--- config.mk ---
export PLATFORM = sky130hd
export DESIGN_NAME = escape_rle_row_pad_decoder_flat
export DESIGN_NICKNAME = d
export VERILOG_FILES = /design/src/design/erle_pkg.sv /design/src/design/erle_if.sv /design/src/design/erle_ctrl.sv /design/src/design/erle_dp.sv /design/src/design/escape_rle_row_pad_decoder.sv /design/src/flat_wrapper.sv
export VERILOG_INCLUDE_DIRS = /design/src /design/src/design
export SDC_FILE = /design/constraint.sdc
export NUM_CORES = 1
export LEC_CHECK = 0
export BUFFER_PORTS_ARGS = -buffer_cell sky130_fd_sc_hd__buf_2
export CAP_MARGIN = 20
export CORE_ASPECT_RATIO = 1.2
export CORE_MARGIN = 2
export CORE_UTILIZATION = 40
export CTS_CLUSTER_DIAMETER = 120
export DETAILED_ROUTE_END_ITERATION = 8
export GPL_ROUTABILITY_DRIVEN = 0
export PLACE_DENSITY_LB_ADDON = 0.08
export SLEW_MARGIN = 20
export SYNTH_ARGS = -nofsm -noshare
export SYNTH_HDL_FRONTEND = slang
export SYNTH_HIERARCHICAL = 1
export SYNTH_SLANG_ARGS = --single-unit
export TNS_END_PERCENT = 10
--- constraint.sdc ---
create_clock -name clk -period 9.9 [get_ports clk]
set_clock_uncertainty 0.1 [all_clocks]
set_input_delay 0.495 -clock clk [delete_from_list [all_inputs] [get_ports clk]]
set_output_delay 0.495 -clock clk [all_outputs]
set_load 0.005 [all_outputs]
--- src/design/escape_rle_row_pad_decoder_assert.svh ---
// Assertion macros used by the decoder datapath.
`ifndef ESCAPE_RLE_ROW_PAD_DECODER_ASSERT_SVH
`define ESCAPE_RLE_ROW_PAD_DECODER_ASSERT_SVH

`ifndef NO_ASSERTIONS

// Plain property that must hold at every enabled edge.
`define ERLE_ASSERT(name, clk, rst, prop) \
  name: assert property (@(posedge clk) disable iff (rst) (prop)) \
    else $error("erle assertion failed");

// Same-cycle implication.
`define ERLE_ASSERT_IMP(name, clk, rst, ante, cons) \
  name: assert property (@(posedge clk) disable iff (rst) (ante) |-> (cons)) \
    else $error("erle assertion failed");

// Next-cycle implication.
`define ERLE_ASSERT_NXT(name, clk, rst, ante, cons) \
  name: assert property (@(posedge clk) disable iff (rst) (ante) |=> (cons)) \
    else $error("erle assertion failed");

`else

`define ERLE_ASSERT(name, clk, rst, prop)
`define ERLE_ASSERT_IMP(name, clk, rst, ante, cons)
`define ERLE_ASSERT_NXT(name, clk, rst, ante, cons)

`endif

`endif

--- src/design/erle_pkg.sv ---
`timescale 1ns / 1ps

package erle_pkg;

  localparam int WORD_BYTES_DEF = 8;
  localparam int PACKED_W       = 64;
  localparam int COUNT_W        = 4;
  localparam int CFG_IDX_W      = 2;
  localparam int CFG_DATA_W     = 16;
  localparam int ROW_W          = 18;
  localparam int RUN_W          = 9;

  localparam logic [CFG_IDX_W-1:0] CFG_IMAGE_WIDTH  = 2'd0;
  localparam logic [CFG_IDX_W-1:0] CFG_DIRECT_COLOR = 2'd1;
  localparam logic [CFG_IDX_W-1:0] CFG_ESCAPE_CODE  = 2'd2;

  localparam logic [15:0] RESET_IMAGE_WIDTH = 16'd1;
  localparam logic [7:0]  RESET_ESCAPE_CODE = 8'd128;

  typedef enum logic [1:0] {
    PH_NORM = 2'd0,
    PH_ESC  = 2'd1,
    PH_CNT  = 2'd2
  } phase_t;

  typedef enum logic [1:0] {
    EMIT_NONE = 2'd0,
    EMIT_HOLD = 2'd1,
    EMIT_PART = 2'd2
  } emit_t;

  typedef struct packed {
    logic  latch;
    logic  decode;
    logic  push;
    emit_t emit;
    logic  emit_end;
    logic  clear;
  } erle_cmd_t;

  typedef struct packed {
    logic hold_valid;
    logic fill_zero;
    logic out_free;
    logic push_blocked;
    logic run_none;
    logic run_last;
    logic fin;
  } erle_stat_t;

endpackage

--- src/design/erle_if.sv ---
`timescale 1ns / 1ps

interface erle_in_if;
  logic       valid;
  logic       ready;
  logic [7:0] code_byte;
  logic       final_byte;

  modport source (output valid, output code_byte, output final_byte, input ready);
  modport sink   (input valid, input code_byte, input final_byte, output ready);
endinterface

interface erle_out_if;
  logic        valid;
  logic        ready;
  logic [63:0] packed_bytes;
  logic [3:0]  byte_count;
  logic        stream_end;
  logic        truncated;

  modport source (output valid, output packed_bytes, output byte_count,
                  output stream_end, output truncated, input ready);
  modport sink   (input valid, input packed_bytes, input byte_count,
                  input stream_end, input truncated, output ready);
endinterface

--- src/design/erle_ctrl.sv ---
`timescale 1ns / 1ps

module erle_ctrl (
  input  logic                clk,
  input  logic                rst,
  input  logic                in_valid,
  output logic                in_ready,
  input  erle_pkg::erle_stat_t stat,
  output erle_pkg::erle_cmd_t  cmd
);
  import erle_pkg::*;

  typedef enum logic [4:0] {
    S_IDLE   = 5'b00001,
    S_DECODE = 5'b00010,
    S_RUN    = 5'b00100,
    S_FINISH = 5'b01000,
    S_FLUSH  = 5'b10000
  } state_t;

  state_t state, state_next;

  always_ff @(posedge clk) begin
    if (rst) begin
      state <= S_IDLE;
    end else begin
      state <= state_next;
    end
  end

  assign in_ready = (state == S_IDLE);

  always_comb begin
    state_next   = state;
    cmd          = '0;
    cmd.emit     = EMIT_NONE;
    case (state)
      S_IDLE: begin
        if (in_valid) begin
          cmd.latch  = 1'b1;
          state_next = S_DECODE;
        end
      end
      S_DECODE: begin
        cmd.decode = 1'b1;
        state_next = S_RUN;
      end
      S_RUN: begin
        if (stat.run_none) begin
          state_next = S_FINISH;
        end else if (!stat.push_blocked) begin
          cmd.push = 1'b1;
          if (stat.run_last) begin
            state_next = S_FINISH;
          end
        end
      end
      S_FINISH: begin
        if (!stat.fin) begin
          // The held word is not the last of the image: release it.
          if (!stat.hold_valid) begin
            state_next = S_IDLE;
          end else if (stat.out_free) begin
            cmd.emit   = EMIT_HOLD;
            state_next = S_IDLE;
          end
        end else if (stat.out_free) begin
          if (stat.hold_valid && stat.fill_zero) begin
            cmd.emit     = EMIT_HOLD;
            cmd.emit_end = 1'b1;
            cmd.clear    = 1'b1;
            state_next   = S_IDLE;
          end else if (stat.hold_valid) begin
            cmd.emit   = EMIT_HOLD;
            state_next = S_FLUSH;
          end else begin
            cmd.emit     = EMIT_PART;
            cmd.emit_end = 1'b1;
            cmd.clear    = 1'b1;
            state_next   = S_IDLE;
          end
        end
      end
      S_FLUSH: begin
        if (stat.out_free) begin
          cmd.emit     = EMIT_PART;
          cmd.emit_end = 1'b1;
          cmd.clear    = 1'b1;
          state_next   = S_IDLE;
        end
      end
      default: begin
        state_next = S_IDLE;
      end
    endcase
  end

endmodule

--- src/design/erle_dp.sv ---
`timescale 1ns / 1ps
`include "escape_rle_row_pad_decoder_assert.svh"

module erle_dp #(
  parameter int WORD_BYTES = erle_pkg::WORD_BYTES_DEF
) (
  input  logic                                 clk,
  input  logic                                 rst,
  input  logic                                 cfg_we,
  input  logic [erle_pkg::CFG_IDX_W-1:0]       cfg_index,
  input  logic [erle_pkg::CFG_DATA_W-1:0]      cfg_data,
  input  logic [7:0]                           in_code_byte,
  input  logic                                 in_final_byte,
  input  erle_pkg::erle_cmd_t                  cmd,
  output erle_pkg::erle_stat_t                 stat,
  input  logic                                 out_ready,
  output logic                                 out_valid,
  output logic [erle_pkg::PACKED_W-1:0]        out_packed_bytes,
  output logic [erle_pkg::COUNT_W-1:0]         out_byte_count,
  output logic                                 out_stream_end,
  output logic                                 out_truncated
);
  import erle_pkg::*;

  localparam int PACK_W = 8 * WORD_BYTES;
  localparam int FILL_W = $clog2(WORD_BYTES + 1);

  // Configuration registers.
  logic [15:0] image_width;
  logic        direct_color;
  logic [7:0]  escape_code;

  // Decode state.
  logic [7:0]        byte_q;
  logic              fin_q;
  phase_t            phase;
  logic [7:0]        pend;
  logic [RUN_W-1:0]  run_left;
  logic [7:0]        push_val;
  logic [ROW_W-1:0]  row_pos;
  logic [PACK_W-1:0] pack;
  logic [FILL_W-1:0] fill;
  logic [PACK_W-1:0] hold;
  logic              hold_valid;

  logic [ROW_W-1:0]  width_ext;
  logic [ROW_W-1:0]  row_len;
  logic              kept;
  logic [ROW_W-1:0]  row_pos_next;
  logic              word_done;
  logic [PACK_W-1:0] pack_ins;
  logic              out_free;
  logic              out_load;

  always_comb begin
    width_ext = (image_width == '0) ? ROW_W'(1) : ROW_W'(image_width);
    row_len   = direct_color ? ((width_ext << 1) + width_ext) : width_ext;
    if (row_len[0]) begin
      // Odd rows end with a pad byte that is dropped.
      kept         = (row_pos < row_len);
      row_pos_next = kept ? (row_pos + ROW_W'(1)) : '0;
    end else begin
      kept         = 1'b1;
      row_pos_next = (row_pos >= row_len - ROW_W'(1)) ? '0 : (row_pos + ROW_W'(1));
    end
  end

  assign word_done = kept && (fill == FILL_W'(WORD_BYTES - 1));
  assign pack_ins  = pack | (PACK_W'(push_val) << {fill, 3'b000});
  assign out_free  = !out_valid || out_ready;
  assign out_load  = (cmd.push && word_done && hold_valid) || (cmd.emit != EMIT_NONE);

  always_comb begin
    stat.hold_valid   = hold_valid;
    stat.fill_zero    = (fill == '0);
    stat.out_free     = out_free;
    stat.push_blocked = word_done && hold_valid && !out_free;
    stat.run_none     = (run_left == '0);
    stat.run_last     = (run_left == RUN_W'(1));
    stat.fin          = fin_q;
  end

  always_ff @(posedge clk) begin
    if (rst) begin
      image_width  <= RESET_IMAGE_WIDTH;
      direct_color <= 1'b0;
      escape_code  <= RESET_ESCAPE_CODE;
      phase        <= PH_NORM;
      pend         <= '0;
      run_left     <= '0;
      row_pos      <= '0;
      pack         <= '0;
      fill         <= '0;
      hold_valid   <= 1'b0;
      out_valid    <= 1'b0;
      fin_q        <= 1'b0;
    end else begin
      if (cfg_we) begin
        case (cfg_index)
          CFG_IMAGE_WIDTH:  image_width  <= cfg_data;
          CFG_DIRECT_COLOR: direct_color <= cfg_data[0];
          CFG_ESCAPE_CODE:  escape_code  <= cfg_data[7:0];
          default: ;
        endcase
      end

      if (out_load) begin
        out_valid <= 1'b1;
      end else if (out_ready) begin
        out_valid <= 1'b0;
      end

      if (cmd.latch) begin
        byte_q <= in_code_byte;
        fin_q  <= in_final_byte;
      end

      if (cmd.decode) begin
        case (phase)
          PH_ESC: begin
            if (byte_q == '0) begin
              push_val <= escape_code;
              run_left <= RUN_W'(1);
              phase    <= PH_NORM;
            end else begin
              pend     <= byte_q;
              run_left <= '0;
              phase    <= PH_CNT;
            end
          end
          PH_CNT: begin
            push_val <= byte_q;
            run_left <= RUN_W'(pend) + RUN_W'(1);
            pend     <= '0;
            phase    <= PH_NORM;
          end
          default: begin
            push_val <= byte_q;
            if (byte_q == escape_code) begin
              run_left <= '0;
              phase    <= PH_ESC;
            end else begin
              run_left <= RUN_W'(1);
              phase    <= PH_NORM;
            end
          end
        endcase
      end

      if (cmd.push) begin
        run_left <= run_left - RUN_W'(1);
        row_pos  <= row_pos_next;
        if (kept) begin
          if (word_done) begin
            pack <= '0;
            fill <= '0;
            hold <= pack_ins;
            hold_valid <= 1'b1;
            if (hold_valid) begin
              out_packed_bytes <= PACKED_W'(hold);
              out_byte_count   <= COUNT_W'(WORD_BYTES);
              out_stream_end   <= 1'b0;
              out_truncated    <= 1'b0;
            end
          end else begin
            pack <= pack_ins;
            fill <= fill + FILL_W'(1);
          end
        end
      end

      case (cmd.emit)
        EMIT_HOLD: begin
          out_packed_bytes <= PACKED_W'(hold);
          out_byte_count   <= COUNT_W'(WORD_BYTES);
          out_stream_end   <= cmd.emit_end;
          out_truncated    <= cmd.emit_end && (phase != PH_NORM);
          hold_valid       <= 1'b0;
        end
        EMIT_PART: begin
          out_packed_bytes <= PACKED_W'(pack);
          out_byte_count   <= COUNT_W'(fill);
          out_stream_end   <= cmd.emit_end;
          out_truncated    <= cmd.emit_end && (phase != PH_NORM);
        end
        default: ;
      endcase

      if (cmd.clear) begin
        phase   <= PH_NORM;
        pend    <= '0;
        row_pos <= '0;
        pack    <= '0;
        fill    <= '0;
      end
    end
  end

  `ERLE_ASSERT(a_fill_range, clk, rst, fill < FILL_W'(WORD_BYTES))
  `ERLE_ASSERT_IMP(a_emit_room, clk, rst, cmd.emit != EMIT_NONE, out_free)
  `ERLE_ASSERT_IMP(a_push_has_run, clk, rst, cmd.push, run_left != '0)
  `ERLE_ASSERT_NXT(a_word_held, clk, rst, cmd.push && word_done, hold_valid)

endmodule

--- src/design/escape_rle_row_pad_decoder.sv ---
`timescale 1ns / 1ps

// Channel   Direction  Payload                                            Beat when
// in_ch     sink       code_byte[7:0], final_byte                         valid & ready
// out_ch    source     packed_bytes[63:0], byte_count[3:0], stream_end,   valid & ready
//                      truncated
// cfg       write      cfg_we, cfg_index[1:0], cfg_data[15:0]             cfg_we
//
// An input byte passes through an accept state, a decode state, a run state that places
// the decoded bytes it produces (count+1 bytes for a run, none for an escape or count
// byte) and a finishing state; a new byte is accepted only once the block is idle again.
// The packing datapath places one decoded byte per cycle unless the run stalls.
// The final byte of an image also passes through a flush state when both a full and
// a partial word are left to send. Reset is synchronous and clears the decode state
// and restores the configuration registers to their defaults. A stalled output stalls
// the run when a second word completes while the previous one cannot move out, and it
// holds the finishing and flush states while a word waits for the output register.
module escape_rle_row_pad_decoder #(
  parameter int WORD_BYTES = erle_pkg::WORD_BYTES_DEF
) (
  input  logic                            clk,
  input  logic                            rst,
  erle_in_if.sink                         in_ch,
  erle_out_if.source                      out_ch,
  input  logic                            cfg_we,
  input  logic [erle_pkg::CFG_IDX_W-1:0]  cfg_index,
  input  logic [erle_pkg::CFG_DATA_W-1:0] cfg_data
);
  import erle_pkg::*;

  erle_cmd_t  cmd;
  erle_stat_t stat;

  // The controller sequences each input beat: decode, byte-by-byte packing, and
  // the closing step that decides which word carries the end-of-image flag.
  erle_ctrl u_ctrl (
    .clk      (clk),
    .rst      (rst),
    .in_valid (in_ch.valid),
    .in_ready (in_ch.ready),
    .stat     (stat),
    .cmd      (cmd)
  );

  // The datapath holds the configuration, escape state, row position, the word
  // being packed, one completed word held back, and the output register. Holding
  // one full word back lets the last word of an image take the end flag when no
  // partial word follows it.
  erle_dp #(
    .WORD_BYTES (WORD_BYTES)
  ) u_dp (
    .clk              (clk),
    .rst              (rst),
    .cfg_we           (cfg_we),
    .cfg_index        (cfg_index),
    .cfg_data         (cfg_data),
    .in_code_byte     (in_ch.code_byte),
    .in_final_byte    (in_ch.final_byte),
    .cmd              (cmd),
    .stat             (stat),
    .out_ready        (out_ch.ready),
    .out_valid        (out_ch.valid),
    .out_packed_bytes (out_ch.packed_bytes),
    .out_byte_count   (out_ch.byte_count),
    .out_stream_end   (out_ch.stream_end),
    .out_truncated    (out_ch.truncated)
  );

endmodule

--- src/flat_wrapper.sv ---
// flat-port wrapper written by rule: the top's interface ports become plain ports
module escape_rle_row_pad_decoder_flat import erle_pkg::*;
#(
  parameter int WORD_BYTES = erle_pkg::WORD_BYTES_DEF
)
  (clk, rst, cfg_we, cfg_index, cfg_data, in_ch_valid, in_ch_code_byte, in_ch_final_byte, in_ch_ready, out_ch_valid, out_ch_packed_bytes, out_ch_byte_count, out_ch_stream_end, out_ch_truncated, out_ch_ready);
  erle_in_if in_ch_i ();
  erle_out_if out_ch_i ();
  input  logic clk;
  input  logic rst;
  input  logic cfg_we;
  input  logic [erle_pkg::CFG_IDX_W-1:0] cfg_index;
  input  logic [erle_pkg::CFG_DATA_W-1:0] cfg_data;
  input wire logic [$bits(in_ch_i.valid)-1:0] in_ch_valid;
  input wire logic [$bits(in_ch_i.code_byte)-1:0] in_ch_code_byte;
  input wire logic [$bits(in_ch_i.final_byte)-1:0] in_ch_final_byte;
  output wire logic [$bits(in_ch_i.ready)-1:0] in_ch_ready;
  output wire logic [$bits(out_ch_i.valid)-1:0] out_ch_valid;
  output wire logic [$bits(out_ch_i.packed_bytes)-1:0] out_ch_packed_bytes;
  output wire logic [$bits(out_ch_i.byte_count)-1:0] out_ch_byte_count;
  output wire logic [$bits(out_ch_i.stream_end)-1:0] out_ch_stream_end;
  output wire logic [$bits(out_ch_i.truncated)-1:0] out_ch_truncated;
  input wire logic [$bits(out_ch_i.ready)-1:0] out_ch_ready;
  assign in_ch_i.valid = in_ch_valid;
  assign in_ch_i.code_byte = in_ch_code_byte;
  assign in_ch_i.final_byte = in_ch_final_byte;
  assign in_ch_ready = in_ch_i.ready;
  assign out_ch_valid = out_ch_i.valid;
  assign out_ch_packed_bytes = out_ch_i.packed_bytes;
  assign out_ch_byte_count = out_ch_i.byte_count;
  assign out_ch_stream_end = out_ch_i.stream_end;
  assign out_ch_truncated = out_ch_i.truncated;
  assign out_ch_i.ready = out_ch_ready;
  escape_rle_row_pad_decoder #(.WORD_BYTES(WORD_BYTES)) u_core (.clk(clk), .rst(rst), .in_ch(in_ch_i), .out_ch(out_ch_i), .cfg_we(cfg_we), .cfg_index(cfg_index), .cfg_data(cfg_data));
endmodule
==> flow_metrics.env <==
export IMPL_h_tree_depth=1
export IMPL_static_leakage_power_nw=6.61
export IMPL_rsz0062_at_grt="no"
export IMPL_ir_drop_mv=0.149
export IMPL_worst_hold_path_num_cells=3
export IMPL_tritoncts="yes"
export IMPL_place_hpwl_um=23100
export IMPL_crit_path_top_delay_cell="buf_4"
export IMPL_first_iter_violations=515
export IMPL_area_used_by_multi_input_combinational_logic_um2=6690
export IMPL_routed_len_inst_um=17.5
export IMPL_drc=0
export IMPL_critPathKind="reg -> reg"
export IMPL_number_of_flops_mapped_to_enable_cells_by_yosys=150
export IMPL_maxSlewHeadroom_pct=34.9
export IMPL_final_max_slew_viol_count=0
export IMPL_max_cap_violations=0
export IMPL_crit_path_cells="inv_1 > ha_1 > and4_1 > and3_1 > nor2_1 > ha_1 > nand3_1 > a2111oi_2 > o31ai_2 > a2111oi_0 > nor3b_1 > ha_1 > and3_1 > nand4_1 > nor2_1 > a21oi_4 > nor3b_1 > nor3_2 > clkinv_1 > a211oi_4 > buf_4 > nand3_1 > a21oi_4 > buf_4"
export IMPL_stdcell_area_um2=16600
export IMPL_cts_inserted_buffers=30
export IMPL_timing_critical_path_arrival_ns=7.87
export IMPL_wire_length_of_the_first_global_routing_pass_um=54900
export IMPL_worst_r2r_setup_slack_ns=2.12
export IMPL_timing_critical_path_slowest_cell_delay_ns=0.63
export IMPL_clkSlewWorstSetupHoldPaths_ns=0.07
export IMPL_netlist_area_um2=14400
export IMPL_reg2regPathDepth=24
export IMPL_placement_cell_area_um2=15400
export IMPL_synth_cells=1381
export IMPL_crit_path_start_kind="flip-flop"
export IMPL_drive_above_1_share_pct=19.0
export IMPL_postSynthAreaPerCell_um2=10.4
export IMPL_placeableCoreArea_um2=35700
export IMPL_seq_area_frac_synth_pct=50.4
export IMPL_tritoncts_num_sinks=288
export IMPL_cp_end_kind="flip-flop"
export IMPL_chipWidth_um=177
export IMPL_finalWirelength_um=34200
export IMPL_max_slew_worst_pin_slew_ns=0.973
export IMPL_worstPathMaxFanout=68
export IMPL_result_of_the_run="finished, final reports clean"
export IMPL_detailed_routing_iterations_pass_1=5
export IMPL_antenna_found_initial=0
export IMPL_die_area_um2=37600
export IMPL_ant_nets=0
export IMPL_fin_setup_tns_ns=0
export IMPL_hp_class="in -> reg"
export IMPL_initial_utilization_pct=40.4
export IMPL_clk_insertion_delay_late_ns=0.57
export IMPL_ys_async_sr_fraction_pct=0
export IMPL_post_cts_repair_setup_buffers=0
export IMPL_antenna_cells=0
export IMPL_fill_cells=3370
export IMPL_setup_violations_final=0
export IMPL_grt_max_degree=70
export IMPL_grt_total_ovfl=0
export IMPL_finalHoldViolCount=0
export IMPL_grt_pass1_vias=10200
export IMPL_crit_top_cell="ha_1"
export IMPL_timing_rr_start="u_core/u_dp/image_width[14]$_SDFFE_PP0P_"
export IMPL_std_cell_rows=76
export IMPL_fin_crit_sh_pct=78.6
export IMPL_critical_path_reg2reg_endpoint="u_core/u_dp/out_packed_bytes[1]$_DFFE_PP_"
export IMPL_route_detailed_vias_per_inst=5.35
export IMPL_grt_use_total_pct=18.3
export IMPL_area_growth_syn_to_layout_pct=14.9
export IMPL_min_period_ns=7.78
export IMPL_max_freq_mhz=129
export IMPL_synth_seq_cells=288
export IMPL_synth_ff_type="edfxtp_1"
export IMPL_via_count=10500
export IMPL_cts_root_buffer="clkbuf_16"
export IMPL_power_per_cell_area_nw_per_um2=159
export IMPL_synth_nets=1485
export IMPL_synthesis_yosys_warnings=6
export IMPL_clk_path_buf_depth=3
export IMPL_io_count=104
export IMPL_die_h_um=212
export IMPL_layout_area_seq_um2=7270
export IMPL_worstPathRequired_ns=9.98
export IMPL_hold_path_startpoint="cfg_data[11]"
export IMPL_design_final_nets=1567
export IMPL_hold_path_endpoint="u_core/u_dp/image_width[11]$_SDFFE_PP0P_"
export IMPL_port_buffer_count=103
export IMPL_synth_cell_type_count=75
-- synth_stat cells, drive strengths merged, types with 20 or more instances --
cell type | instances | area [µm²]
edfxtp | 150 | 4500
ha | 71 | 888
nor3 | 22 | 110
inv | 47 | 176
nand2 | 103 | 387
nor2 | 150 | 563
a21o | 77 | 578
a31oi | 55 | 344
o21ai | 47 | 235
nand3 | 31 | 155
nor3b | 20 | 150
buf | 32 | 173
clkbuf | 47 | 178
xnor2 | 31 | 272
a21oi | 68 | 359
mux2 | 73 | 822
dfxtp | 138 | 2760
-- cell usage in the layout (no fill, tap or decap), types with 8 or more instances in the layout --
master,synthesis,final
a21o_1,77,77
a21oi_1,65,64
a31oi_1,55,55
a41oi_1,10,10
and2_1,14,14
and3_1,15,15
buf_2,9,103
buf_4,11,17
bufinv_16,0,8
clkbuf_16,0,30
dfxtp_1,138,138
dlygate4sd3_1,0,8
edfxtp_1,150,150
ha_1,71,70
inv_1,47,47
mux2_2,73,73
mux2i_1,17,17
nand2_1,103,103
nand2b_1,10,10
nand3_1,31,31
nand4_1,16,16
nor2_1,150,149
nor3_1,22,19
nor3b_1,20,19
nor4_1,12,11
o21ai_0,42,42
or3_1,10,10
xnor2_1,31,31
xor2_1,17,17
-- power by group --
| group | switching, W | total, W | leakage, nW | internal [W] |
|---|---|---|---|---|
| Sequential | 0.0000103 | 0.00126 | 2.48 | 0.00125 |
| Combinational | 0.0000761 | 0.000124 | 3.60 | 0.0000479 |
| Clock | 0.000483 | 0.00125 | 0.528 | 0.000765 |
-- per-layer routing --
layer  vias to the layer above  global-route usage [%]  wire [µm]
met5                         -                       0          0
met4                         0                    4.36        606
met3                        39                    2.14       1200
met2                       190                    31.8      16800
met1                      5019                    24.3      15600
li1                       5212                       -          -
-- final cells by class --
cell class | instances | area share, %
flip-flops and latches | 288 | 43.9
multi-input cells | 966 | 40.4
clock buffers | 32 | 4.58
repair buffers | 129 | 4.41
well taps | 468 | 3.54
clock inverters | 24 | 2.07
inverters | 48 | 1.09
-- critical path: cells and delay by family (launching register included) --
kind	cells	cell delay [ns]
flops	1	0.34
fa+ha+maj	3	0.95
simple gates	11	2.73
compound gates	6	1.61
buf+inv	4	1.55
-- per-stage QoR --
| stage | total power [W] | utilization [%] | instances | setup slack, ns | hold slack [ns] |
|---|---|---|---|---|---|
| 4_1_cts | 0.00267 | 46.4 | 1954 | 2.03 | 0.0341 |
| 6_report | 0.00263 | 46.4 | 1955 | 2.12 | 0.0602 |
| 3_5_place_dp | 0.00141 | 43.1 | 1890 | 2.07 | 0.369 |
| 2_1_floorplan | 0.00137 | - | 1381 | 0.860 | 0.353 |
| 3_3_place_gp | 0.00141 | 43.1 | 1890 | 2.33 | 0.368 |
| 5_1_grt | 0.00273 | 46.4 | 1955 | 1.52 | 0.0524 |
-- worst max path at each step --
stage | from | endpoint | cells past startpoint
floorplan | u_core/u_dp/image_width[14]$_SDFFE_PP0P_ | u_core/u_dp/out_byte_count[0]$_SDFFCE_PN0P_ | 29
global placement | u_core/u_dp/image_width[14]$_SDFFE_PP0P_ | u_core/u_dp/out_packed_bytes[1]$_DFFE_PP_ | 24
detailed placement | u_core/u_dp/image_width[14]$_SDFFE_PP0P_ | u_core/u_dp/out_packed_bytes[3]$_DFFE_PP_ | 24
CTS | u_core/u_dp/image_width[14]$_SDFFE_PP0P_ | u_core/u_dp/out_packed_bytes[1]$_DFFE_PP_ | 24
global route | u_core/u_dp/image_width[12]$_SDFFE_PP0P_ | u_core/u_dp/out_packed_bytes[2]$_DFFE_PP_ | 24
finish | u_core/u_dp/image_width[14]$_SDFFE_PP0P_ | u_core/u_dp/out_packed_bytes[1]$_DFFE_PP_ | 24
-- cell families after synthesis --
logic type               count (synthesis)  synth area share, %
AO/OA/AOI/OAI                          319                 15.0
flip-flops                             288                 50.4
adder cells (fa/ha/maj)                 72                 6.31
buffers and inverters                  127                 3.68
AND/OR/NAND/NOR                        437                 14.7
XOR/XNOR                                48                 2.92
multiplexers                            90                 6.89
-- repair_timing --
| action | in CTS | in global routing |
|---|---|---|
| hold endpoints to repair | 8 | 0 |
| hold buffers | 8 | 0 |
| resized for setup | 0 | 0 |
-- state kept, by name, summed over array words and instances, names as in the netlist, 2 cells and up --
name                          count
u_core/u_ctrl/state               5
u_core/u_dp/image_width          16
u_core/u_dp/phase                 2
u_core/u_dp/hold                 64
u_core/u_dp/pend                  8
u_core/u_dp/push_val              8
u_core/u_dp/out_packed_bytes     64
u_core/u_dp/out_byte_count        4
u_core/u_dp/byte_q                8
u_core/u_dp/run_left              9
u_core/u_dp/pack                 64
u_core/u_dp/row_pos              18
u_core/u_dp/fill                  4
u_core/u_dp/escape_code           8
(Power assumes the default switching activity.)
